File: src/rtl/mso_pkg.sv
package mso_pkg;

   // Field and register widths fixed by the host interface.
   localparam int ACTION_W      = 2;
   localparam int ROW_FIELD_W   = 6;
   localparam int DIM_FIELD_W   = 3;
   localparam int COORD_FIELD_W = 16;
   localparam int OUT_BEST_W    = 35;
   localparam int BEST_W        = 36;
   localparam int POINTS_CFG_W  = 7;
   localparam int DIMS_CFG_W    = 4;
   localparam int CSR_DATA_W    = 32;
   localparam int CSR_ADDR_W    = 3;
   localparam int CSR_IDX_BIT   = 2;

   // Default sizing of the design store.
   localparam int DEF_MAX_POINTS = 64;
   localparam int DEF_MAX_DIMS   = 8;
   localparam int DEF_COORD_BITS = 16;

   localparam int MIN_POINTS = 2;
   localparam int MIN_DIMS   = 1;

   typedef enum logic [ACTION_W-1:0] {
      ACT_LOAD = 2'd0,
      ACT_SWAP = 2'd1,
      ACT_READ = 2'd2
   } action_type;

   typedef enum logic {
      REG_POINTS = 1'b0,
      REG_DIMS   = 1'b1
   } reg_index_type;

   typedef enum logic {
      ASEL_FIRST  = 1'b0,
      ASEL_SECOND = 1'b1
   } addr_sel_type;

   typedef enum logic [1:0] {
      WSEL_COORD   = 2'd0,
      WSEL_RDATA_B = 2'd1,
      WSEL_SWAP_A  = 2'd2,
      WSEL_SWAP_B  = 2'd3
   } wdata_sel_type;

   // Commands from the sequencer to the datapath.
   typedef struct packed {
      logic          latch;
      logic          wr_en;
      addr_sel_type  wr_addr_sel;
      wdata_sel_type wr_data_sel;
      logic          mark_stale;
      logic          rd_req;
      logic          swap_cap;
      logic          scan_start;
      logic          best_base;
      logic          keep_if_better;
      logic          out_load;
   } cmd_type;

   // Status from the datapath to the sequencer.
   typedef struct packed {
      action_type action;
      logic       bad;
      logic       stale;
      logic       scan_done;
      logic       improved;
   } status_type;

endpackage

File: src/rtl/mso_csr.sv
module mso_csr #(
   parameter int MAX_POINTS = mso_pkg::DEF_MAX_POINTS,
   parameter int MAX_DIMS   = mso_pkg::DEF_MAX_DIMS,
   localparam int PCNT_W = ($clog2(MAX_POINTS + 1) > mso_pkg::POINTS_CFG_W) ?
                           $clog2(MAX_POINTS + 1) : mso_pkg::POINTS_CFG_W,
   localparam int DCNT_W = ($clog2(MAX_DIMS + 1) > mso_pkg::DIMS_CFG_W) ?
                           $clog2(MAX_DIMS + 1) : mso_pkg::DIMS_CFG_W
) (
   input  logic                              clock,
   input  logic                              reset,
   input  logic                              csr_psel,
   input  logic                              csr_penable,
   input  logic                              csr_pwrite,
   input  logic [mso_pkg::CSR_ADDR_W-1:0]    csr_paddr,
   input  logic [mso_pkg::CSR_DATA_W-1:0]    csr_pwdata,
   output logic [mso_pkg::CSR_DATA_W-1:0]    csr_prdata,
   output logic                              csr_pready,
   output logic [PCNT_W-1:0]                 points_in_use,
   output logic [DCNT_W-1:0]                 dims_in_use,
   output logic                              cfg_wr
);

   logic [PCNT_W-1:0]                    points_ff;
   logic [DCNT_W-1:0]                    dims_ff;
   logic [PCNT_W-1:0]                    points_in;
   logic [DCNT_W-1:0]                    dims_in;
   logic [mso_pkg::POINTS_CFG_W-1:0]     points_raw;
   logic [mso_pkg::DIMS_CFG_W-1:0]       dims_raw;
   mso_pkg::reg_index_type               reg_idx;

   assign csr_pready = 1'b1;
   assign cfg_wr     = csr_psel && csr_penable && csr_pwrite && csr_pready;
   assign reg_idx    = mso_pkg::reg_index_type'(csr_paddr[mso_pkg::CSR_IDX_BIT]);

   // Written values are clamped into the legal range of each register.
   assign points_raw = csr_pwdata[mso_pkg::POINTS_CFG_W-1:0];
   assign dims_raw   = csr_pwdata[mso_pkg::DIMS_CFG_W-1:0];

   always_comb begin
      if (points_raw < mso_pkg::POINTS_CFG_W'(mso_pkg::MIN_POINTS)) begin
         points_in = PCNT_W'(mso_pkg::MIN_POINTS);
      end else if (PCNT_W'(points_raw) > PCNT_W'(MAX_POINTS)) begin
         points_in = PCNT_W'(MAX_POINTS);
      end else begin
         points_in = PCNT_W'(points_raw);
      end
      if (dims_raw < mso_pkg::DIMS_CFG_W'(mso_pkg::MIN_DIMS)) begin
         dims_in = DCNT_W'(mso_pkg::MIN_DIMS);
      end else if (DCNT_W'(dims_raw) > DCNT_W'(MAX_DIMS)) begin
         dims_in = DCNT_W'(MAX_DIMS);
      end else begin
         dims_in = DCNT_W'(dims_raw);
      end
   end

   always_ff @(posedge clock) begin
      if (reset) begin
         points_ff <= PCNT_W'(MAX_POINTS);
         dims_ff   <= DCNT_W'(MAX_DIMS);
      end else if (cfg_wr) begin
         case (reg_idx)
            mso_pkg::REG_POINTS: points_ff <= points_in;
            mso_pkg::REG_DIMS:   dims_ff   <= dims_in;
            default: begin
               points_ff <= points_ff;
            end
         endcase
      end
   end

   always_comb begin
      case (reg_idx)
         mso_pkg::REG_POINTS: csr_prdata = mso_pkg::CSR_DATA_W'(points_ff);
         mso_pkg::REG_DIMS:   csr_prdata = mso_pkg::CSR_DATA_W'(dims_ff);
         default:             csr_prdata = '0;
      endcase
   end

   assign points_in_use = points_ff;
   assign dims_in_use   = dims_ff;

endmodule

File: config.mk
export PLATFORM = sky130hd
export DESIGN_NAME = mso_csr
export DESIGN_NICKNAME = d
export VERILOG_FILES = /design/src/rtl/mso_pkg.sv /design/src/rtl/mso_csr.sv
export SDC_FILE = /design/constraint.sdc
export NUM_CORES = 1
export LEC_CHECK = 0
export BUFFER_PORTS_ARGS = -buffer_cell sky130_fd_sc_hd__buf_2
export CORE_MARGIN = 2
export CORE_UTILIZATION = 33
export DETAILED_ROUTE_END_ITERATION = 10
export PLACE_DENSITY = 0.84
export SLEW_MARGIN = 20
export SYNTH_ARGS = -nofsm -noshare
export SYNTH_HDL_FRONTEND = slang
export SYNTH_SLANG_ARGS = --single-unit
File: constraint.sdc
create_clock -name clock -period 1 [get_ports clock]
set_input_delay 0.05 -clock clock [delete_from_list [all_inputs] [get_ports clock]]
set_output_delay 0.05 -clock clock [all_outputs]
set_load 0.03 [all_outputs]
# Word level (Yosys, flattened, before mapping)
# Index checks and enable logic that the tools add are counted.
# word_totals
reg_bits	11
in_bits	40
wordCells	16
# classes
order_cmp	4
n_mux	5
n_bitwise	1
n_reduce_logical	4
# ops
op	n
$pmux W32 S2	1
$mux W7	2
$mux W4	2
$gt A7 B7 Y1 const B	1
$lt A7 B2 Y1 const B	1
$gt A4 B4 Y1 const B	1
$lt A4 B1 Y1 const B	1
$reduce_and A2 Y1	2
$logic_and A1 B1 Y1	2
$not A1 Y1	1

# Longest topological paths before layout
# Gate-level depths: netlist (run 1).
# logic_depth
depth_word	3
depth_mapped	4

# Least setup slack after synthesis (run 1)
# OpenSTA, ideal clock, no wires.
# synth_timing
kind	reg-to-output
startpoint	register points_ff[6], in the netlist points_in_use[6]
endpoint	output port csr_prdata[6] (netlist bit)
arrival_time_ps	1011
t_required_ps	950
setup_slack_ps	-61
path_stages_with_launch	2
path_cell_list	dfxtp_1 -> nor2b_1
# synth_via
elab_chain_cells	1
# synth_rtl
item	line	text
start: declaration	mso_csr.sv:23	logic [PCNT_W-1:0] points_ff;
start signal: assignment	mso_csr.sv:58	points_ff <= PCNT_W'(MAX_POINTS);
start signal: assignment	mso_csr.sv:62	mso_pkg::REG_POINTS: points_ff <= points_in;
start signal: assignment	mso_csr.sv:65	points_ff <= points_ff;
$pmux W32 S2	mso_csr.sv:72	case (reg_idx)
end: declaration	mso_csr.sv:16	output logic [mso_pkg::CSR_DATA_W-1:0] csr_prdata,
# No other way between the ends. The select of a mux whose other input is x is not followed.

# Worst setup path after layout (run 1)
# layout_timing
startpoint	register points_ff[0], in the netlist points_in_use[0]
endpoint	output port csr_prdata[0] (netlist bit)
# The elaborated chain is that of the path after synthesis.

==> summary.md, run 1 <==
| Metric | Value |
|---|---|
| Unrepaired setup endpoints after global routing | `yes` |
| Non-filler cells in the finished layout | `around 160` |
| Synth area leader | `dfxtp_1` |
| Yosys reg bits | `11` |
| Placed insts | `148` |
| Maxcap violations | `0` |
| Worst setup SP type | `register` |
| DR vias | `712` |
| Starting Density | `0.342` |
| Static leakage | `roughly 0.51 nW` |
| Clk root buf | `clkbuf_4` |
| Highest Clock Rate | `0.936 GHz` |
| Tcrit/Tclk final | `1.07` |
| Longest Clk Path Bufs | `2` |
| Nets@finish | `172` |
| Number of global-route vias before repair | `about 580` |
| Avg Cell Area, Syn | `around 8.3 sq um` |
| Tmin final | `1.07 ns` |
| Met1 usage | `0.135` |
| Largest stage delay on the critical path | `0.33 ns` |
| Clock latency on the worst-skew pair | `0.27 ns` |
| Post-synth top area share | `0.300` |
| Slew Limit Fails | `0` |
| CTS Sinks | `11` |
| Peak supply drop | `0.000900 V` |
| # setup viols final | `4` |
| Crit path max-delay cell type | `dfxtp_2` |
| Syn Inst Count | `around 90` |
| Clk_skew | `0 ns` |
| Cts hold-fix bufs | `0` |
| Vias/cell | `4.48` |
| Global-route wire length before repair | `2460 microns` |
| Wire length per cell | `10.7 microns` |
| Die area | `2620 sq um` |
| I/O pin total | `85` |
| Core Area | `between 2000 and 2500 sq um` |
| Crit path cell chain | `mux2_4, buf_6` |
| Kind of critical path | `register to primary output` |
| Global-route usage over all layers | `0.129` |
| # port buffers | `31` |
| Sum Neg Setup Slack | `-0.198 ns` |
| Failing checks | `negative setup slack` |
| Hold Vio Cnt, Final | `0` |
| Seq/Total Area, Yosys | `0.300` |
| Iter 0 DRT Violations | `4` |
| Layout cells sized above 1 | `0.511` |
| GRT busiest layer | `met2` |
| Setup crit end kind | `primary output` |
| Post-synth cell types | `23` |
| Met3 Use GR | `0.0205` |
| Largest net degree at the start of global routing | `12` |
| Post-Syn Area | `around 730 sq um` |
| Die height | `51.2 microns` |
| Hold WC Path Type | `input pin to register` |
| Worst R2R Setup Slack | `0.16 ns` |
| TritonCTS clock tree | `built` |
| Grt ovf | `0` |
| Worst path required time | `0.95 ns` |
| Placer Congestion | `just under 0.8` |
| Area delta synth->final | `34.1%` |
| Crit Path Max Fanout | `2` |
| Num rows | `17` |
| Area contributors post-synth | `dfxtp_1 30%, buf_4 27%, a21oi_1 6.1%` |
| Post-DP HPWL | `1260 microns` |
| Initial antenna violation count | `0` |
| H-tree levels | `1` |
| WL final | `1710 microns` |
| Final hold slack | `0.0462 ns` |
| Grt met2 use | `0.242` |
| Worst EP arrival | `1.02 ns` |
| Cell Area, Placed | `848 sq um` |
| Run status | `finished, violations left` |
| Synthesis Warnings | `0` |
| Final WS setup | `-0.0689 ns` |
| Pwr dens | `1070 nW/um^2` |
| Clk pin slew, worst setup/hold paths | `0.07 ns` |
| Initial DRT Pass Iterations | `4` |
| DRC | `0` |
| Antenna Nets Post-Route | `0` |
| Fin area | `around 1000 sq um` |
| Die Width | `51.2 microns` |
| CTS buffer count | `3` |
| Inserted Diodes | `0` |
[registers in the layout, summed over array words and instances (netlist names)]
name	flops
points_in_use	7
dims_in_use	4
[cell usage after synthesis]
library cell,n
a211o_1,1
mux2_2,4
a21oi_1,9
buf_4,26
nand4b_4,1
a2111o_1,1
inv_1,4
a211o_2,1
and4b_2,1
conb_1,2
nand2_1,9
or3_1,1
nor2b_1,3
nor4_1,1
buf_2,1
nor2_1,3
o2111ai_1,1
dfxtp_1,11
clkbuf_1,1
nand3_1,4
o211ai_1,1
nand4_1,2
and3_2,1
[routing by layer]
layer | vias up | wire length (microns)
met5 | - | 0
met4 | 0 | 64
met3 | 7 | 140
met2 | 43 | 882
met1 | 326 | 620
li1 | 336 | -
[final timing paths]
check / from / to / cells after the start
min: csr_pwdata[5] / points_in_use[5] / 3
min reg2reg: points_in_use[4] / points_in_use[4] / 2
max: points_in_use[0] / csr_prdata[0] / 2
max reg2reg: dims_in_use[3] / dims_in_use[3] / 2
[per-stage QoR]
| step | worst slack [ns] | utilization | power (mW) |
|---|---|---|---|
| after floorplan | 0.0651 | - | 0.750 |
| after global placement | 0.0416 | 0.395 | 0.737 |
| after detailed placement | -0.0164 | 0.395 | 0.742 |
| after CTS | -0.0583 | 0.454 | 1.05 |
| after global routing | -0.0794 | 0.458 | 1.09 |
| final | -0.0689 | 0.458 | 1.06 |
[critical path: cells and delay by family (launching register included)]
family | cells | cell delay [ns]
buffers and inverters | 1 | 0.14
DFF | 1 | 0.33
muxes | 1 | 0.28
[placed cells by master, fill, tap and decap left out]
| cell type | instances |
|---|---|
| mux2_2 | 1 |
| nand4_1 | 2 |
| and3_2 | 1 |
| clkbuf_1 | 1 |
| a21oi_1 | 9 |
| nand3_1 | 4 |
| conb_1 | 26 |
| buf_6 | 4 |
| or3_1 | 1 |
| mux2_4 | 3 |
| o211ai_1 | 1 |
| nor4_1 | 1 |
| a211o_1 | 1 |
| nor2_1 | 3 |
| nand4b_4 | 1 |
| buf_4 | 14 |
| o2111ai_1 | 1 |
| clkbuf_4 | 3 |
| a2111o_1 | 1 |
| dfxtp_2 | 11 |
| and4b_2 | 1 |
| inv_1 | 4 |
| buf_2 | 24 |
| a211o_2 | 1 |
| nand2_1 | 9 |
| nor2b_2 | 3 |
[power by group]
part	switching (mW)	internal, mW	total (mW)
sequential	0.00469	0.446	0.451
clock	0.149	0.155	0.303
combinational	0.232	0.0720	0.304
total	0.385	0.673	1.06
[cell families after synthesis]
kind of cell,Yosys count,share of synthesized area
AOI/OAI and AO/OA,14,0.124
buffers and inverters,32,0.298
DFF,11,0.300
muxes,4,0.0613
other,2,0.0102
and+or+nand+nor,26,0.206
[cell type report]
| class | count | area [sq um] |
|---|---|---|
| inverters | 4 | 15.0 |
| well taps | 28 | 35.0 |
| multi-input cells | 70 | 404 |
| fillers | 213 | 1160 |
| repair buffers | 42 | 270 |
| clock buffers | 4 | 26.3 |
| flip-flops and latches | 11 | 234 |
[timing repair]
item                                    CTS  global route
gates resized for setup                  20             6
endpoints found under the setup margin    6             7
buffers inserted                          7             0
Note: power is estimated with default switching activity, not from simulation.
==> inputs of run 2 (changes only) <==
Clock period 1 ns to 1.1 ns, I/O delays scaled along.
==> run 2 against run 1 <==
Compared with the run above:
- the run now ends clean
- count of clock-buffer cells in the layout unchanged
- routed wire length decreased by 13%
- non-clock buffer count decreased by 8
- critical path depth unchanged
- total power decreased by 11%
- final cell count decreased by 5.0%
- clock power decreased by 9.6%
- flip-flop and latch count unchanged
- critical path type unchanged
- die area unchanged
- combinational power decreased by 15%
==> summary.md, run 2 (synthesis gave the netlist of run 1 again) <==
| Metric | Value |
|---|---|
| Area delta synth->final | `19.8% (was 34.1%)` |
| Placed insts | `147 (was 148)` |
| Global-route wire length before repair | `2330 microns (was 2460 microns)` |
| Highest Signal Layer | `met4 (unchanged)` |
| Die Width | `51.2 microns (unchanged)` |
| Sum Neg Setup Slack | `0 ns (was -0.198 ns)` |
| Slew Limit Fails | `0 (unchanged)` |
| Die height | `51.2 microns (unchanged)` |
| # setup viols final | `0 (was 4)` |
| Pre-CTS setup slack | `0.106 ns (was -0.0164 ns)` |
| Worst setup SP type | `register (unchanged)` |
| DR vias | `652 (was 712)` |
| Maxcap violations | `0 (unchanged)` |
| Wire length per cell | `9.82 microns (was 10.7 microns)` |
| Clk_skew | `0 ns (unchanged)` |
| Most common cell after layout, fill and taps aside | `buf_2 (was conb_1)` |
| Pwr dens | `1070 nW/um^2 (about the same)` |
| Hold WC Path Type | `input pin to register (unchanged)` |
| Grt ovf | `0 (unchanged)` |
| Number of global-route vias before repair | `540 (was 584)` |
| CTS buffer count | `3 (unchanged)` |
| Tcrit/Tclk final | `0.980` |
| Iter 0 DRT Violations | `23 (was 4)` |
| TritonCTS clock tree | `built (unchanged)` |
| Final WS setup | `0.0218 ns (was -0.0689 ns)` |
| Nets@finish | `164 (was 172)` |
| WL final | `1480 microns (was 1710 microns)` |
| Worst EP arrival | `1.02 ns (about the same)` |
| Largest stage delay on the critical path | `0.33 ns (about the same)` |
| Peak supply drop | `0.000633 V (was 0.000900 V)` |
| Global-route usage over all layers | `0.116 (was 0.129)` |
| Hold Path Depth | `3 (unchanged)` |
| Antenna Nets Post-Route | `0 (unchanged)` |
| Run status | `finished, final reports clean (was finished, violations left)` |
| Placer Congestion | `0.786 (was 0.788)` |
| Crit path cell chain | `mux2_2, buf_4 (was mux2_4, buf_6)` |
| Final core utilization | `0.409 (was 0.458)` |
| Die area | `2620 sq um (unchanged)` |
| Crit path max-delay cell type | `dfxtp_2 (unchanged)` |
| Setup crit end kind | `primary output (unchanged)` |
| Post-DP HPWL | `1240 microns (was 1260 microns)` |
| I/O pin total | `85 (unchanged)` |
| Met2 WL | `724 microns (was 882 microns)` |
| Initial antenna violation count | `0 (unchanged)` |
| Static leakage | `0.454 nW (was 0.509 nW)` |
| Clock latency on the worst-skew pair | `0.27 ns (about the same)` |
| R2R depth | `1 (was 2)` |
| M1 WL | `558 microns (was 620 microns)` |
| Kind of critical path | `register to primary output (unchanged)` |
| Non-filler cells in the finished layout | `151 (was 159)` |
| DRC | `0 (unchanged)` |
| Highest Clock Rate | `slightly above 0.9 GHz` |
| # port buffers | `31 (unchanged)` |
| Crit Path Max Fanout | `3 (was 2)` |
| Largest net degree at the start of global routing | `12 (unchanged)` |
| Final hold slack | `0.0597 ns (was 0.0462 ns)` |
| Most frequent cells in the layout | `27 x buf_2, 26 x conb_1, 9 x nand2_1, 9 x a21oi_1 (was 26 x conb_1, 24 x buf_2, 14 x buf_4)` |
| H-tree levels | `1 (unchanged)` |
| Layout cells sized above 1 | `0.407 (was 0.511)` |
| Starting Density | `0.342 (unchanged)` |
| Tmin final | `approximately 1.1 ns` |
| Max FFs per register | `7 (unchanged)` |
| Hold Vio Cnt, Final | `0 (unchanged)` |
| Worst path required time | `1.04 ns (was 0.95 ns)` |
| Longest Clk Path Bufs | `2 (unchanged)` |
| Unrepaired setup endpoints after global routing | `no (was yes)` |
| Vias/cell | `4.32 (was 4.48)` |
| Clk pin slew, worst setup/hold paths | `0.07 ns (about the same)` |
| Inserted Diodes | `0 (unchanged)` |
| Core Area | `2150 sq um (unchanged)` |
| Metal3 WL | `180 microns (was 140 microns)` |
| Initial DRT Pass Iterations | `4 (unchanged)` |
| CTS Sinks | `11 (unchanged)` |
| Num rows | `17 (unchanged)` |
| Clk root buf | `clkbuf_4 (unchanged)` |
run 2: cell count changes in the layout (fill, tap and decap cells not counted), sizes merged:
cell / previous run / this run
buf: 42 / 34
run 2: final timing paths:
| check | start | endpoint | slack, ns |
|---|---|---|---|
| worst max-delay path | dims_in_use[0] | csr_prdata[0] | 0.02 |
| worst min-delay path | csr_pwdata[5] | points_in_use[5] | 0.06 |
| worst max register to register | dims_in_use[3] | dims_in_use[3] | 0.38 |
| worst min register to register | points_in_use[5] | points_in_use[5] | 0.47 |
run 2: what timing repair did:
item                       in CTS  in global routing
setup endpoints to repair       0                  4
hold endpoints to repair        0                  0
hold buffers                    0                  0
gates resized for setup         0                 14
buffers inserted                0                  0
run 2: cell type report:
type | instances | area, sq um
well taps | 28 | 35.0
flip-flops and latches | 11 | 226
clock buffers | 4 | 26.3
inverters | 4 | 15.0
multi-input cells | 70 | 385
repair buffers | 34 | 191
fillers | 235 | 1270
run 2: per-layer routing:
layer / up-vias / track usage
met5: - / 0
met4: 0 / 0.0541
met3: 2 / 0.0205
met2: 54 / 0.201
met1: 280 / 0.138
li1: 316 / -
run 2: critical path: cells and delay by family (launching register included):
kind     cells  cell delay, ns
buf+inv      1            0.17
flops        1            0.33
mux          1            0.26
run 2: report_power, final:
part	switching, mW	internal (mW)
clock network	0.134	0.140
logic	0.203	0.0538
registers	0.00461	0.405
total	0.341	0.600
run 2: per-stage QoR:
stage / total power [mW] / area, sq um
3_3_place_gp: 0.666 / 833
2_1_floorplan: 0.680 / 825
5_1_grt: 0.976 / 880
4_1_cts: 0.937 / 860
6_report: 0.941 / 880
3_5_place_dp: 0.669 / 833
