**src/rtl/mso_pkg.sv**
```systemverilog
package mso_pkg;

   // Field and register widths fixed by the host interface.
   localparam int ACTION_W      = 2;
   localparam int ROW_FIELD_W   = 6;
   localparam int DIM_FIELD_W   = 3;
   localparam int COORD_FIELD_W = 16;
   localparam int OUT_BEST_W    = 35;
   localparam int BEST_W        = 36;
   localparam int POINTS_CFG_W  = 7;
   localparam int DIMS_CFG_W    = 4;
   localparam int CSR_DATA_W    = 32;
   localparam int CSR_ADDR_W    = 3;
   localparam int CSR_IDX_BIT   = 2;

   // Default sizing of the design store.
   localparam int DEF_MAX_POINTS = 64;
   localparam int DEF_MAX_DIMS   = 8;
   localparam int DEF_COORD_BITS = 16;

   localparam int MIN_POINTS = 2;
   localparam int MIN_DIMS   = 1;

   typedef enum logic [ACTION_W-1:0] {
      ACT_LOAD = 2'd0,
      ACT_SWAP = 2'd1,
      ACT_READ = 2'd2
   } action_type;

   typedef enum logic {
      REG_POINTS = 1'b0,
      REG_DIMS   = 1'b1
   } reg_index_type;

   typedef enum logic {
      ASEL_FIRST  = 1'b0,
      ASEL_SECOND = 1'b1
   } addr_sel_type;

   typedef enum logic [1:0] {
      WSEL_COORD   = 2'd0,
      WSEL_RDATA_B = 2'd1,
      WSEL_SWAP_A  = 2'd2,
      WSEL_SWAP_B  = 2'd3
   } wdata_sel_type;

   // Commands from the sequencer to the datapath.
   typedef struct packed {
      logic          latch;
      logic          wr_en;
      addr_sel_type  wr_addr_sel;
      wdata_sel_type wr_data_sel;
      logic          mark_stale;
      logic          rd_req;
      logic          swap_cap;
      logic          scan_start;
      logic          best_base;
      logic          keep_if_better;
      logic          out_load;
   } cmd_type;

   // Status from the datapath to the sequencer.
   typedef struct packed {
      action_type action;
      logic       bad;
      logic       stale;
      logic       scan_done;
      logic       improved;
   } status_type;

endpackage

```
**src/rtl/mso_ctrl.sv**
```systemverilog
module mso_ctrl (
   input  logic                 clock,
   input  logic                 reset,
   input  logic                 req_valid,
   output logic                 req_ready,
   output logic                 rsp_valid,
   input  logic                 rsp_ready,
   input  mso_pkg::status_type  stat,
   output mso_pkg::cmd_type     cmd
);

   typedef enum logic [3:0] {
      S_IDLE,
      S_CHECK,
      S_LOAD,
      S_READ,
      S_BASE_START,
      S_BASE_WAIT,
      S_BASE_SET,
      S_SWAP_RD,
      S_SWAP_W1,
      S_SWAP_W2,
      S_CAND_START,
      S_CAND_WAIT,
      S_DECIDE,
      S_UNDO1,
      S_UNDO2,
      S_FINISH
   } state_type;

   state_type state_ff;
   logic      rsp_valid_ff;

   assign req_ready = (state_ff == S_IDLE);
   assign rsp_valid = rsp_valid_ff;

   always_comb begin
      cmd             = '0;
      cmd.wr_addr_sel = mso_pkg::ASEL_FIRST;
      cmd.wr_data_sel = mso_pkg::WSEL_COORD;
      case (state_ff)
         S_IDLE: begin
            cmd.latch = req_valid;
         end
         S_LOAD: begin
            cmd.wr_en      = 1'b1;
            cmd.mark_stale = 1'b1;
         end
         S_READ, S_SWAP_RD: begin
            cmd.rd_req = 1'b1;
         end
         S_BASE_START, S_CAND_START: begin
            cmd.scan_start = 1'b1;
         end
         S_BASE_SET: begin
            cmd.best_base = 1'b1;
         end
         S_SWAP_W1: begin
            cmd.wr_en       = 1'b1;
            cmd.wr_data_sel = mso_pkg::WSEL_RDATA_B;
            cmd.swap_cap    = 1'b1;
         end
         S_SWAP_W2: begin
            cmd.wr_en       = 1'b1;
            cmd.wr_addr_sel = mso_pkg::ASEL_SECOND;
            cmd.wr_data_sel = mso_pkg::WSEL_SWAP_A;
         end
         S_DECIDE: begin
            cmd.keep_if_better = 1'b1;
         end
         S_UNDO1: begin
            cmd.wr_en       = 1'b1;
            cmd.wr_data_sel = mso_pkg::WSEL_SWAP_A;
         end
         S_UNDO2: begin
            cmd.wr_en       = 1'b1;
            cmd.wr_addr_sel = mso_pkg::ASEL_SECOND;
            cmd.wr_data_sel = mso_pkg::WSEL_SWAP_B;
         end
         S_FINISH: begin
            cmd.out_load = !rsp_valid_ff || rsp_ready;
         end
         default: begin
            cmd.latch = 1'b0;
         end
      endcase
   end

   always_ff @(posedge clock) begin
      if (reset) begin
         state_ff     <= S_IDLE;
         rsp_valid_ff <= 1'b0;
      end else begin
         if (cmd.out_load) begin
            rsp_valid_ff <= 1'b1;
         end else if (rsp_ready) begin
            rsp_valid_ff <= 1'b0;
         end
         case (state_ff)
            S_IDLE: begin
               if (req_valid) begin
                  state_ff <= S_CHECK;
               end
            end
            S_CHECK: begin
               if (stat.bad) begin
                  state_ff <= S_FINISH;
               end else begin
                  case (stat.action)
                     mso_pkg::ACT_LOAD: state_ff <= S_LOAD;
                     mso_pkg::ACT_READ: state_ff <= S_READ;
                     mso_pkg::ACT_SWAP: state_ff <= stat.stale ? S_BASE_START : S_SWAP_RD;
                     default:           state_ff <= S_FINISH;
                  endcase
               end
            end
            S_LOAD:       state_ff <= S_FINISH;
            S_READ:       state_ff <= S_FINISH;
            S_BASE_START: state_ff <= S_BASE_WAIT;
            S_BASE_WAIT: begin
               if (stat.scan_done) begin
                  state_ff <= S_BASE_SET;
               end
            end
            S_BASE_SET:   state_ff <= S_SWAP_RD;
            S_SWAP_RD:    state_ff <= S_SWAP_W1;
            S_SWAP_W1:    state_ff <= S_SWAP_W2;
            S_SWAP_W2:    state_ff <= S_CAND_START;
            S_CAND_START: state_ff <= S_CAND_WAIT;
            S_CAND_WAIT: begin
               if (stat.scan_done) begin
                  state_ff <= S_DECIDE;
               end
            end
            S_DECIDE:     state_ff <= stat.improved ? S_FINISH : S_UNDO1;
            S_UNDO1:      state_ff <= S_UNDO2;
            S_UNDO2:      state_ff <= S_FINISH;
            S_FINISH: begin
               if (cmd.out_load) begin
                  state_ff <= S_IDLE;
               end
            end
            default:      state_ff <= S_IDLE;
         endcase
      end
   end

endmodule

```
**config.mk**
```make
export PLATFORM = sky130hd
export DESIGN_NAME = mso_ctrl
export DESIGN_NICKNAME = d
export VERILOG_FILES = /design/src/rtl/mso_pkg.sv /design/src/rtl/mso_ctrl.sv
export SDC_FILE = /design/constraint.sdc
export NUM_CORES = 1
export LEC_CHECK = 0
export ABC_CLOCK_PERIOD_IN_PS = 2250
export CAP_MARGIN = 5
export CORE_AREA = 2 2 39 41
export DETAILED_ROUTE_END_ITERATION = 8
export DIE_AREA = 0 0 41 43
export DONT_BUFFER_PORTS = 1
export PLACE_DENSITY = 0.57
export SYNTH_ARGS = -nofsm -noshare
export SYNTH_HDL_FRONTEND = slang
export SYNTH_SLANG_ARGS = --single-unit
```
**constraint.sdc**
```tcl
create_clock -name clock -period 2.25 [get_ports clock]
set_input_delay 0.225 -clock clock [delete_from_list [all_inputs] [get_ports clock]]
set_output_delay 0.225 -clock clock [all_outputs]
set_load 0.05 [all_outputs]
```
# Word-level counts from Yosys, hierarchy flattened
# Cells that the tools add are included.
# totals
ff_bits	5
wordCells	57
output_inout_bits	14
# op_classes
n_eq_ne	21
mux	22
n_reduce_logical	12
# op_table
operator	n
case mux 4 bit (14 select lines)	1
equality test 4 bit, second input constant	8
two-way mux 4 bit	5
equality test 4 x 3 -> 1 bit, second input constant	4
two-way mux 1 bit	12
case mux 4 bit (3 select lines)	1
equality test 4 x 2 -> 1 bit, second input constant	2
!= test 2 bit, second input constant	4
OR reduction 2 bit	4
case mux 2 bit (3 select lines)	1
OR reduction 5 bit	1
equality test 4 x 1 -> 1 bit, second input constant	1
logical NOT 4 bit	1
two-way mux 2 bit	2
AND reduction 4 bit	1
OR reduction 3 bit	1
equality test 2 x 1 -> 1 bit, second input constant	1
equality test 2 bit, second input constant	1
logical NOT 2 bit	1
nonzero test 2 bit	1
logical NOT 1 bit	1
logical OR 1 bit	1

# Depth between registers and ports, before layout
# Gate-level depths: netlist (run 1).
# logic_depth
depth_word	5
mapped_depth	5

# Least setup slack after synthesis (run 1)
# OpenSTA, ideal clock, no wires.
# synth_timing
path_type	register -> output
startpoint	register state_ff[2]
endpoint	output port cmd[11] (netlist name)
slack_ns	-0.688
n_path_buf	1
t_arrival_ns	2.713
stages_incl_launch_ff	4
cell_sequence	dfxtp_1 -> buf_2 -> nor4_1 -> and2_1
# synth_lines
item	line	source
from (decl)	mso_ctrl.sv:31	state_type state_ff;
from (signal assigned)	mso_ctrl.sv:112	mso_pkg::ACT_SWAP: state_ff <= stat.stale ? S_BASE_START : S_SWAP_RD;
from (signal assigned)	mso_ctrl.sv:135	S_DECIDE: state_ff <= stat.improved ? S_FINISH : S_UNDO1;
to (decl)	mso_ctrl.sv:9	output mso_pkg::cmd_type cmd

==> results.toml, run 1 <==
[outcome]
outcome = "complete, no violations"

[floorplan]
design.core.area_um2 = 1380
die_w_um = 41
start_util = 0.369
die_h_um = 43
fp.dieArea_um2 = 1760
rows = 14
ios = 24

[layout]
final_nets = 92
drive_gt1_frac = 0.309
synthToLayoutAreaGrowth_pct = 30.4
n_antenna_cell = 0
fillCellCount = 141

[min_path]
min_to = "rsp_valid"
min_path_cells = 1
hp-class = "in2reg"
worstHoldStart = "reset"

[route]
detail_route.wl_per_cell_um = 11.9
finalWirelength_um = 1150
viasPerCell = 5.59
dr.pass1.iters = 4
drc = 0
vias = 542
drtIter0Drc = 7
antenna_left = 0

[power]
p_switching_w = 0.000540
ir_worst_vdd_uv = 710
cellPowerDensity_nw_per_um2 = 1470
power.leakage_nw = 0.272
clkPwrFrac = 0.106
switching_share = 0.552
power_frac_comb = 0.667
seq_power_share = 0.227
p_int_w = 0.000437

[setup_path]
cp-end-kind = "output port"
required_ns = 2.03
worstSetupPathType = "reg2out"
r2r-start = "state_ff[3]"
rr_endpoint = "state_ff[1]"
startpoint_type = "flop"
path_max_fanout = 20
r2r_cells = 4
r2r_slack_ns = 0.63
cp.arrival_ns = 1.72

[logic_synthesis]
ys_top_cells_by_count = "7 x nor2_1, 5 x dfxtp_1, 5 x nor3_1"
ys_ff_latch = 5
synth.distinct_cells = 35
netlist_instances = 70
syn_area_um2 = 510
yosysTopAreaCellShare = 0.196
avgSynthCellArea_um2 = 7.29
synth-edff-count = 0
synth.yosys.seq_area_share = 0.196
yosys_warnings = 0
post-synth-top-count-cell = "nor2_1"
syn-num-nets = 80
post-synth-top-area-cell = "dfxtp_1"
synthTopCellsByArea = "dfxtp_1 20%, nor2_1 5.1%, nand2b_1 4.9%"
synth_ff_type = "dfxtp_1"
async_flop_share = 0

[clock_tree]
htree_num_levels = 1
cts_root_buf = "clkbuf_4"
cts_hold_buf = 0
clk_latency_ns = 0.24
cts_tree = "done"
cts_resized = 0
cts_sinks = 5
cts_setup_buffers = 0
cts_made_buffers = 3
cts_buffer_depth = 2
clk_pin_slew_ns = 0.04

[sta]
maxSlewViolCount = 0
fin_worst_skew_ns = 0.00119
slew_headroom = 0.609
final-setup-viol-count = 0
min_period_ns = 1.94
post-route-period-util = 0.864
fmax_mhz = 515
fin_ws_ns = 0.306
hold_slack_ns = 0.0460
tightest_slew_ns = 0.586
finalSetupTns_ns = 0
rsz0062_at_grt = "no"
timing.final.hold_violations = 0

[grt]
antenna_found_initial = 0
grt_pass1_vias = 441
grt_max_degree = 21
grtUsageTotal = 0.154
grt-ovfl-total = 0
grt_pass1_wl_um = 1840

[job]
maxCapViolCount = 0

[placement]
place_congestion = 0.771
io_buffers = 0
dp_hpwl_um = 880
pre_cts_ws_ns = 0.562
## cell type report
type                    instances  area [um^2]  share of cell area
inverters                       2         7.51              0.0113
multi-input cells              57          389               0.585
clock buffers                   4         26.3              0.0395
flip-flops and latches          5          100               0.150
well taps                      16         20.0              0.0301
repair buffers                 13          123               0.184
## sequential cells by signal, indices dropped and copies added, names as in the netlist
name / cells
state_ff: 4
rsp_valid: 1
## cells by family (layout without fill, tap and decap cells)
kind of cell           after synthesis  in the layout  synth area share
multiplexers                         2              2            0.0417
AND/OR/NAND/NOR                     36             36             0.400
buffers and inverters                8             19            0.0833
flip-flops                           5              5             0.196
AO/OA/AOI/OAI                       18             18             0.262
XOR/XNOR                             1              1            0.0172
## power by group through the flow
stage | Sequential, W | Combinational [W] | Clock, W
after CTS | 0.000223 | 0.000657 | 0.000108
after global routing | 0.000240 | 0.000691 | 0.000117
after floorplan | 0.000139 | 0.000561 | 0
after global placement | 0.000222 | 0.000651 | 0
after detailed placement | 0.000224 | 0.000655 | 0
final | 0.000222 | 0.000652 | 0.000103
## layer usage
layer / vias to the layer above / track usage / wire (um)
met4: 0 / 0.100 / 34
met2: 21 / 0.188 / 553
met1: 239 / 0.224 / 485
met5: - / 0 / 0
li1: 278 / - / -
met3: 4 / 0.0471 / 79
## stage by stage
stage / instance area, um^2 / instances / power [W] / util
5_1_grt: 666 / 97 / 0.00105 / 0.481
6_report: 666 / 97 / 0.000977 / 0.481
4_1_cts: 666 / 97 / 0.000988 / 0.481
3_3_place_gp: 639 / 93 / 0.000873 / 0.462
3_5_place_dp: 639 / 93 / 0.000880 / 0.462
2_1_floorplan: 527 / 70 / 0.000701 / -
## cell usage in the layout (no fill, tap or decap), types with 2 or more instances in the layout
| cell type | instances |
|---|---|
| a21oi_1 | 4 |
| dfxtp_1 | 5 |
| nor2_1 | 7 |
| clkbuf_4 | 3 |
| o21ai_2 | 2 |
| a21o_1 | 2 |
| o21ai_0 | 3 |
| buf_12 | 2 |
| nand2b_1 | 4 |
| nand2_1 | 4 |
| inv_1 | 2 |
| and2_1 | 3 |
| nor3_1 | 5 |
| buf_4 | 11 |
| nand3_1 | 3 |
## critical path, stage by stage (launching register included)
cell and delay (ns):
dfxtp_1 0.69, mux2_2 0.40, o21bai_1 0.22, buf_12 0.17
## how the worst max path moves through the flow
stage | start | endpoint | cells past startpoint
6_report | state_ff[3] | cmd[10] | 3
5_1_grt | state_ff[1] | cmd[10] | 4
4_1_cts | state_ff[3] | cmd[10] | 3
3_5_place_dp | state_ff[3] | cmd[10] | 3
3_3_place_gp | state_ff[1] | cmd[10] | 4
2_1_floorplan | state_ff[2] | cmd[11] | 3
Power figures use the tool's default switching activity.
==> run 2: changes to the inputs <==
ABC_CLOCK_PERIOD_IN_PS = 2510   (was 2250)
PLACE_DENSITY = default   (was 0.57)
clock period = 2.51 ns   (was 2.25 ns; I/O delays follow)
==> run 2 against run 1 <==
Sequential share of layout area rose by 0.44 points. Worst setup slack improved by 0.24 ns. Worst hold slack better by 0.018 ns. Clock power down 6%. Critical path depth is 1 higher. Design area is 2.8% lower. Via count fell by 4.8%.
==> results.toml, run 2 (synthesis results as in run 1) <==
[outcome]
outcome = "complete, no violations"

[job]
maxCapViolCount = 0

[route]
vias = 516
dr.pass1.iters = 4
finalWirelength_um = 1110
detail_route.wl_per_cell_um = 11.7
viasPerCell = 5.43
drtIter0Drc = 9
antenna_left = 0
drc = 0

[floorplan]
rows = 14
fp.dieArea_um2 = 1760
die_h_um = 43
design.core.area_um2 = 1380
ios = 24
start_util = 0.369
die_w_um = 41

[min_path]
min_path_cells = 1
worstHoldStart = "reset"
hp-class = "in2reg"
min_to = "rsp_valid"

[setup_path]
r2r-start = "state_ff[3]"
slowest_stage = "dfxtp_1"
cp.arrival_ns = 1.72
r2r_cells = 4
worstPathCellList = "nand2b_1 -> mux2_2 -> o21bai_1 -> buf_12"
worstSetupPathType = "reg2out"
crit_family = "flip-flops"
r2r_slack_ns = 0.90
cp-end-kind = "output port"
crit_buf_inv = 1
startpoint_type = "flop"
path_max_fanout = 17
required_ns = 2.26
rr_endpoint = "state_ff[2]"
slowest_delay_ns = 0.67

[clock_tree]
clk_latency_ns = 0.25
cts_setup_buffers = 0
cts_tree = "done"
htree_num_levels = 1
cts_made_buffers = 3
cts_buffer_depth = 2
cts_hold_buf = 0
cts_resized = 0
cts_sinks = 5
cts_root_buf = "clkbuf_4"
clk_pin_slew_ns = 0.05

[layout]
fin_cells = 95
multi_input_area_um2 = 385
drive_gt1_frac = 0.278
final_common_cell = "buf_4"
fillCellCount = 151
top_register = "state_ff"
regArea_um2 = 100
largest_register_ffs = 4
synthToLayoutAreaGrowth_pct = 26.7
n_antenna_cell = 0
final_nets = 90
post-route-cell-area_um2 = 647
layout_common_cells = "9 x buf_4, 7 x nor2_1, 5 x nor3_1, 5 x dfxtp_1"

[sta]
fin_worst_skew_ns = 0.00332
fin_ws_ns = 0.541
fmax_mhz = 508
post-route-period-util = 0.784
timing.final.hold_violations = 0
maxSlewViolCount = 0
slew_headroom = 0.602
final-setup-viol-count = 0
tightest_slew_ns = 0.597
finalSetupTns_ns = 0
rsz0062_at_grt = "no"
hold_slack_ns = 0.0637
min_period_ns = 1.97

[grt]
grt_pass1_wl_um = 1730
antenna_found_initial = 0
grtUsageTotal = 0.145
grt-ovfl-total = 0
grt_max_degree = 21
grt_pass1_vias = 391

[placement]
place_congestion = 0.786
pre_cts_ws_ns = 0.774
dp_cells = 91
dp_hpwl_um = 817
io_buffers = 0
post_dp_cell_area_um2 = 621

[power]
ir_worst_vdd_uv = 457
cellPowerDensity_nw_per_um2 = 1330
power.leakage_nw = 0.261
==> run 2: cell count changes in the layout (fill, tap and decap cells not counted) <==
cell | previous run | this run
a21boi_2 | 1 | 0
buf_4 | 11 | 9
a21boi_1 | 0 | 1
==> run 2: worst max-delay path by stage <==
stage	start	to	slack (ns)	cells past startpoint
after global routing	state_ff[1]	cmd[10]	0.38	4
after detailed placement	state_ff[1]	cmd[10]	0.77	4
after CTS	state_ff[1]	cmd[10]	0.51	4
after floorplan	state_ff[1]	cmd[10]	0.20	4
after global placement	state_ff[1]	cmd[10]	0.79	4
final	state_ff[1]	cmd[10]	0.54	4
==> run 2: through the flow <==
| stage | power [W] | util |
|---|---|---|
| floorplan | 0.000625 | - |
| global placement | 0.000770 | 0.448 |
| detailed placement | 0.000773 | 0.448 |
| CTS | 0.000873 | 0.467 |
| global route | 0.000920 | 0.467 |
| finish | 0.000860 | 0.467 |
==> run 2: routing by layer <==
metal / vias up / part of all wire / GRT usage
li1: 273 / - / -
met1: 226 / 0.44 / 0.206
met2: 14 / 0.49 / 0.194
met3: 3 / 0.064 / 0.0628
met4: 0 / 0.0099 / 0.0400
met5: - / 0 / 0
==> run 2: cell type report <==
cell class,count,area share
clock buffers,4,0.0406
inverters,2,0.0116
multi-input cells,57,0.596
flip-flops and latches,5,0.155
well taps,16,0.0309
repair buffers,11,0.166
==> run 2: report_power, final <==
group	switching (W)	internal, W	leakage, nW	total [W]
registers	0.000113	0.000105	0.0414	0.000218
logic	0.000329	0.000216	0.205	0.000545
clock network	0.0000364	0.0000603	0.0150	0.0000967
==> run 3: changes to the inputs <==
ABC_AREA = 1   (was default)
ABC_CLOCK_PERIOD_IN_PS = 1700   (was 2510)
clock period = 1.7 ns   (was 2.51 ns; I/O delays follow)
==> run 3 against run 2 <==
Sequential share of layout area decreased by 0.93 points. Worst setup slack got worse by 0.41 ns. Non-clock buffer count increased by 2. Via count increased by 18%. Total power increased by 97%. Register-to-register slack got worse by 0.49 ns. Largest cell class unchanged. Critical endpoint unchanged. Count of clock-buffer cells in the layout unchanged. Critical path type unchanged.
==> results.toml, run 3 <==
[logic_synthesis]
async_flop_share = 0
netlist_instances = 95
ys_top_cells_by_count = "21 x nand2_1, 15 x inv_1, 15 x nor2_1, 7 x a21oi_1"
synth.yosys.seq_area_share = 0.190
synth.distinct_cells = 18
yosys_warnings = 0
synth_ff_type = "dfxtp_1"
syn-num-nets = 105
post-synth-top-area-cell = "dfxtp_1"
post-synth-top-count-cell = "nand2_1"
avgSynthCellArea_um2 = 5.54
ys_ff_latch = 5
synth-edff-count = 0
syn_area_um2 = 527
synthTopCellsByArea = "dfxtp_1 19%, nand2_1 15%, inv_1 11%"
yosysTopAreaCellShare = 0.190

[route]
antenna_left = 0
viasPerCell = 4.76
vias = 609
finalWirelength_um = 1250
detail_route.wl_per_cell_um = 9.77
drtIter0Drc = 2
dr.pass1.iters = 2
drc = 0

[layout]
largest_register_ffs = 4
n_antenna_cell = 0
drive_gt1_frac = 0.330
final_nets = 123
utilization = 0.510
synthToLayoutAreaGrowth_pct = 34.0
final_common_cell = "nand2_1"
layout_common_cells = "21 x nand2_1, 15 x inv_1, 14 x nor2_1"
top_register = "state_ff"

[clock_tree]
htree_num_levels = 1
cts_setup_buffers = 0
cts_made_buffers = 3
cts_tree = "done"
cts_buffer_depth = 2
cts_sinks = 5
cts_root_buf = "clkbuf_4"
clk_pin_slew_ns = 0.04
clk_latency_ns = 0.24

[grt]
met2_usage = 0.306
met3_usage = 0.0262
grtUsageTotal = 0.185
grt_pass1_wl_um = 2230
grt-ovfl-total = 0
grt_pass1_vias = 595
antenna_found_initial = 0
grt_max_degree = 7
grt.busiest_layer = "met2"
met1_usage = 0.201

[outcome]
outcome = "complete, no violations"

[setup_path]
startpoint_type = "flop"
slowest_delay_ns = 0.39
slowest_stage = "dfxtp_2"
path_max_fanout = 6
worstPathCellList = "inv_2 -> nor2_4 -> inv_1 -> nor2_4 -> inv_1 -> o2111ai_1 -> buf_4"
worstSetupPathType = "reg2out"
required_ns = 1.53
cp.arrival_ns = 1.40
cp-end-kind = "output port"

[power]
power_w = 0.00169
ir_worst_vdd_uv = 872
cellPowerDensity_nw_per_um2 = 2400
power.leakage_nw = 0.364

[floorplan]
die_h_um = 43
die_w_um = 41
design.core.area_um2 = 1380
fp.dieArea_um2 = 1760
ios = 24
rows = 14
start_util = 0.381

[sta]
post-route-period-util = 0.924
fmax_mhz = 637
rsz0062_at_grt = "no"
min_period_ns = 1.57
tightest_slew_ns = 0.460
maxSlewViolCount = 0
fin_worst_skew_ns = 0.00197
slew_headroom = 0.693
final-setup-viol-count = 0
timing.final.hold_violations = 0

[placement]
dp_hpwl_um = 1080
place_congestion = 0.915
io_buffers = 0

[min_path]
hp-class = "in2reg"

[job]
maxCapViolCount = 0
run 3: what timing repair did:
item,CTS,global route
endpoints found under the hold margin,4,0
gates resized for setup,0,2
setup endpoints to repair,0,1
hold buffers,1,0
run 3: cells by family (layout without fill, tap and decap cells):
| family | count (synthesis) | count (layout) | share of synthesized area |
|---|---|---|---|
| flip-flops | 5 | 5 | 0.190 |
| AND/OR/NAND/NOR | 54 | 54 | 0.496 |
| buffers and inverters | 20 | 37 | 0.143 |
| AO/OA/AOI/OAI | 16 | 16 | 0.171 |
run 3: through the flow:
step | setup WS [ns] | hold slack, ns | TNS (ns) | area [um^2] | std cells
detailed placement | 0.297 | 0.243 | 0 | 667 | 123
CTS | 0.0266 | 0.0744 | 0 | 703 | 128
global route | 0.0286 | 0.0853 | 0 | 706 | 128
floorplan | -0.0168 | 0.239 | -0.0168 | 544 | 95
global placement | 0.327 | 0.241 | 0 | 667 | 123
finish | 0.130 | 0.0818 | 0 | 706 | 128
run 3: final cells by class:
class                      count  area, um^2
inverter                      20        75.1
clock buffer                   4        26.3
tap                           16        20.0
sequential                     5         103
fill                         145         678
timing repair buffer          13         113
multi-input combinational     70         369
run 3: routing by layer:
metal / wire length (um) / up-vias / part of all wire
li1: - / 332 / -
met2: 616 / 17 / 0.49
met4: 33 / 0 / 0.026
met3: 72 / 4 / 0.058
met1: 528 / 256 / 0.42
met5: 0 / - / 0
run 3: path summary, 6_finish.rpt:
| path | cells past startpoint | slack (ns) | from | to |
|---|---|---|---|---|
| min | 3 | 0.08 | reset | state_ff[0] |
| max reg2reg | 8 | 0.41 | state_ff[0] | state_ff[3] |
| min reg2reg | 2 | 0.57 | state_ff[1] | state_ff[1] |
| max | 7 | 0.13 | state_ff[3] | cmd[10] |
run 3: worst max-delay path, delay by kind of cell, from the launching register on:
| kind | cells | cell delay (ns) |
|---|---|---|
| buffers and inverters | 4 | 0.48 |
| DFF | 1 | 0.39 |
| and+or+nand+nor | 2 | 0.22 |
| AOI/OAI and AO/OA | 1 | 0.08 |
run 3: power breakdown:
group          switching (W)  total (W)  internal (W)
clock              0.0000442   0.000133     0.0000885
sequential         0.0000811   0.000253      0.000172
combinational       0.000911    0.00131      0.000398
